**src/sv/tlpfq_ram.sv**
```systemverilog
// Generic single-port-write, single-port-read RAM with registered read data.
module tlpfq_ram #(
  parameter int WIDTH = 8,
  parameter int DEPTH = 16
) (
  input  logic                     clk,
  input  logic                     we,
  input  logic [$clog2(DEPTH)-1:0] waddr,
  input  logic [WIDTH-1:0]         wdata,
  input  logic                     re,
  input  logic [$clog2(DEPTH)-1:0] raddr,
  output logic [WIDTH-1:0]         rdata
);

  logic [WIDTH-1:0] mem [DEPTH];

  always_ff @(posedge clk) begin
    if (we) begin
      mem[waddr] <= wdata;
    end
    if (re) begin
      rdata <= mem[raddr];
    end
  end

endmodule

```
**config.mk**
```make
export PLATFORM = sky130hd
export DESIGN_NAME = tlpfq_ram
export DESIGN_NICKNAME = d
export VERILOG_FILES = /design/src/sv/tlpfq_ram.sv
export SDC_FILE = /design/constraint.sdc
export NUM_CORES = 1
export LEC_CHECK = 0
export BUFFER_PORTS_ARGS = -buffer_cell sky130_fd_sc_hd__buf_2
export CAP_MARGIN = 20
export CORE_UTILIZATION = 60
export CTS_BUF_LIST = sky130_fd_sc_hd__clkbuf_16
export CTS_CLUSTER_SIZE = 28
export DETAILED_ROUTE_END_ITERATION = 8
export GPL_TIMING_DRIVEN = 1
export PLACE_DENSITY = 0.77
export SYNTH_ARGS = -nofsm -noshare
export SYNTH_HDL_FRONTEND = slang
export SYNTH_SLANG_ARGS = --single-unit
```
**constraint.sdc**
```tcl
create_clock -name clk -period 2 [get_ports clk]
set_input_delay 0.2 -clock clk [delete_from_list [all_inputs] [get_ports clk]]
set_output_delay 0.2 -clock clk [all_outputs]
set_load 0.005 [all_outputs]
```
; Yosys cells after proc, flatten, opt, wreduce, memory -nomap -nowiden
; Memories as Yosys holds them, arrays and structs flattened. A register that Yosys moved wholly into a read port is not among the register bits.
; Cells that the tools add are included.
[classes]
mul = 0
n_eq_ne = 0
n_shift = 0
order_cmp = 0
reduce_logical = 0
div_mod_pow = 0
bitwise = 0
muxes = 2
add_sub_neg = 0
[ops]
columns = operator, count
row1 = $mux 1, 2
[word_totals]
rom_bits = 0
wordCells = 3
latchBits = 0
regBits = 0
memories = 1
output_inout_bits = 8
ram_bits = 128
inputBits = 19
[mem_list]
columns = memory, depth, word_bits, read_ports, rd_clocked_by_memory_dff, write_ports, line_no
row1 = mem, 16, 8, 1, 1, 1, 15  ; logic [WIDTH-1:0] mem [DEPTH];

; Logic depth before layout (Yosys ltp)
[logic_depth]
depth_word = 2
mapped_depth = 5
ltp_nobuf = 3

; Worst setup path after synthesis
; OpenSTA, ideal clock, no wires.
[synth_timing]
kind = input -> register
start = input waddr[2]
end = memory mem[0][0], enable pin
cell_stages = 2
t_arrival_ns = 1.310
n_path_buf = 0
setup_slack_ns = 0.307
required_time_ns = 1.617
path_cell_list = or3b_2 nor3_1
[synth_rtl]
columns = element, line_no
row1 = "start, declared", 8  ; input logic [$clog2(DEPTH)-1:0] waddr,
row2 = "end, declared", 15
; No word-level cell before the write port.

==> flow_summary.toml <==
[status]
status = "finished clean"

[logic_synthesis]
ys_ff_latch = 136
syn-num-nets = 248
postSynthAreaPerCell_um2 = 22.8
synth_warnings = 0
syn_area_um2 = 5230
seq_area_frac_synth_pct = 78.1
ys_types = 18
postSynthCellCount = 229

[sta]
finalCriticalPeriod_ns = 1.57
whs_ns = 0.174
fmax_mhz = 639
hold_viol = 0
slew_headroom_pct = 60.1
final.setup.tns_ns = 0
slew_viol_final = 0
setup_viol = 0
fin_crit_sh_pct = 78.3
skew_ns = 0.00638
rsz0062_at_grt = "no"
worstMarginPinSlew_ns = 0.597

[power]
irDropWorstVdd_mv = 0.799
power_mw = 6.52
power.leakage_nw = 2.10
p_per_area_nw_per_um2 = 1060

[die]
die_h_um = 95.3
coreArea_um2 = 8340
start_util_pct = 62.7
die_w_um = 95.3
io_pins = 27
dieArea_um2 = 9090
placementRows = 33

[cells_and_area]
fin_nets = 303
final_common_cell = "edfxtp_1"
final_area_um2 = 6160
drive_gt1_share_pct = 31.8
antennaDiodeCount = 0
area_growth_pct = 17.9
final_cell_mix = "edfxtp_1, buf_2, mux4_2, buf_4, clkbuf_16"
finalNonFillerCells = 401

[cts]
clk_pin_slew_ns = 0.06
clock_latency_ns = 0.40
cts_tree = "done"
htreeDepth = 4
cts_buffers = 17
cts_root_buffer = "clkbuf_16"
cts_sinks = 136
cts_resized = 0
cts_hold_buf = 0
postCtsSetupBuffers = 0
clk_path_buf_depth = 2

[flow_run]
max_cap_violations = 0

[grt]
grt_start_max_net_pins = 33
antenna_found_initial = 0
overflow = 0
grt_usage_pct = 24.0
grt_pass1_wl_um = 14300
grt_pass1_vias = 2583

[route]
wl_per_cell_um = 23.4
antenna_left = 0
finalWirelength_um = 9380
vias_per_cell = 6.15
drc = 0
dr.first_iter.drc_count = 248
dr.pass1.iters = 4
vias = 2466

[place]
hpwl_um = 5990
placed_cell_area_um2 = 5580
place_inst = 370
place.gp.congestion = 0.733
io_buffers = 26

[worst_setup_path]
critPathLaunchType = "register"
crit_fanout = 1
cp_top_family = "multiplexers"
slowest_stage = "mux4_1"
cp.arrival_ns = 1.71
r2r-start = "mem[9][2]$_DFFE_PP_"
setup.worst_path.class = "register to register"
reg2reg_slack_ns = 0.43
worstPathRequired_ns = 2.14
worst-path-buf-inv = 0
path_cells = "mux4_1 > a22oi_1 > nand2_1"
rr_endpoint = "rdata[2]$_DFFE_PP_"
slowest_delay_ns = 0.53
end_kind = "register"
worst_r2r_path_depth = 3

[min_path]
min_path_cells = 1
holdPathEnd = "mem[5][4]$_DFFE_PP_"
worstHoldStart = "wdata[4]"
hold_path.class = "input port to register"
==> routing by layer <==
metal	part of all wire (%)	track usage [%]
met1	43	32.8
met2	49	36.3
met3	6.3	6.54
met4	1.7	11.4
met5	0	0
==> final cells by class <==
| type | count | area [um2] |
|---|---|---|
| Multi-Input combinational cell | 83 | 1060 |
| Timing Repair Buffer | 46 | 305 |
| Sequential cell | 136 | 4080 |
| Clock inverter | 14 | 158 |
| Tap cell | 105 | 131 |
| Clock buffer | 17 | 425 |
| Fill cell | 478 | 2180 |
==> power by group <==
group / switching [mW] / internal, mW / leakage [nW]
clock network: 1.06 / 1.94 / 0.280
registers: 0.0185 / 3.21 / 1.24
logic: 0.162 / 0.126 / 0.588
total: 1.24 / 5.28 / 2.10
==> worst reg2reg max path: cells and delay by family, from the launching register on <==
family          cells  cell delay, ns
mux                 1            0.53
flops               1            0.37
compound gates      1            0.33
simple gates        1            0.08
==> synth_stat cells <==
cell type,number,area (um2)
nand2b_1,2,12.5
and2b_1,1,7.51
edfxtp_1,136,4080
buf_4,1,7.51
nor2_1,13,48.8
mux4_2,18,405
a22oi_1,16,120
clkdlybuf4s25_2,3,30.0
nand2_1,9,33.8
or3b_2,1,8.76
and2_1,1,6.26
nand3b_1,2,15.0
nand3_1,1,5.00
nor2b_1,1,6.26
mux4_1,14,368
buf_6,3,33.8
buf_2,3,15.0
nor3_1,4,20.0
==> state kept, by name, summed over array words and instances (netlist names) <==
| signal | cells |
|---|---|
| mem | 128 |
| rdata | 8 |
==> stage by stage <==
step | worst slack, ns | utilization (%)
CTS | 0.432 | 73.9
detailed placement | 0.194 | 66.9
global placement | 0.222 | 66.9
floorplan | 0.307 | -
global route | 0.391 | 73.9
finish | 0.434 | 73.9
==> worst max-delay path by stage <==
stage | start | end | slack, ns | depth (start not counted)
after floorplan | waddr[2] | mem[0][0]$_DFFE_PP_ | 0.31 | 2
after CTS | mem[9][2]$_DFFE_PP_ | rdata[2]$_DFFE_PP_ | 0.43 | 3
after global routing | mem[9][2]$_DFFE_PP_ | rdata[2]$_DFFE_PP_ | 0.39 | 3
final | mem[9][2]$_DFFE_PP_ | rdata[2]$_DFFE_PP_ | 0.43 | 3
after detailed placement | raddr[0] | rdata[2]$_DFFE_PP_ | 0.19 | 5
after global placement | raddr[0] | rdata[2]$_DFFE_PP_ | 0.22 | 5
==> logic make-up after synthesis <==
logic type / synth area share, %
AO/OA/AOI/OAI: 2.30
buffers and inverters: 1.65
flip-flops: 78.1
multiplexers: 14.8
AND/OR/NAND/NOR: 3.14
(Power assumes the default switching activity.)
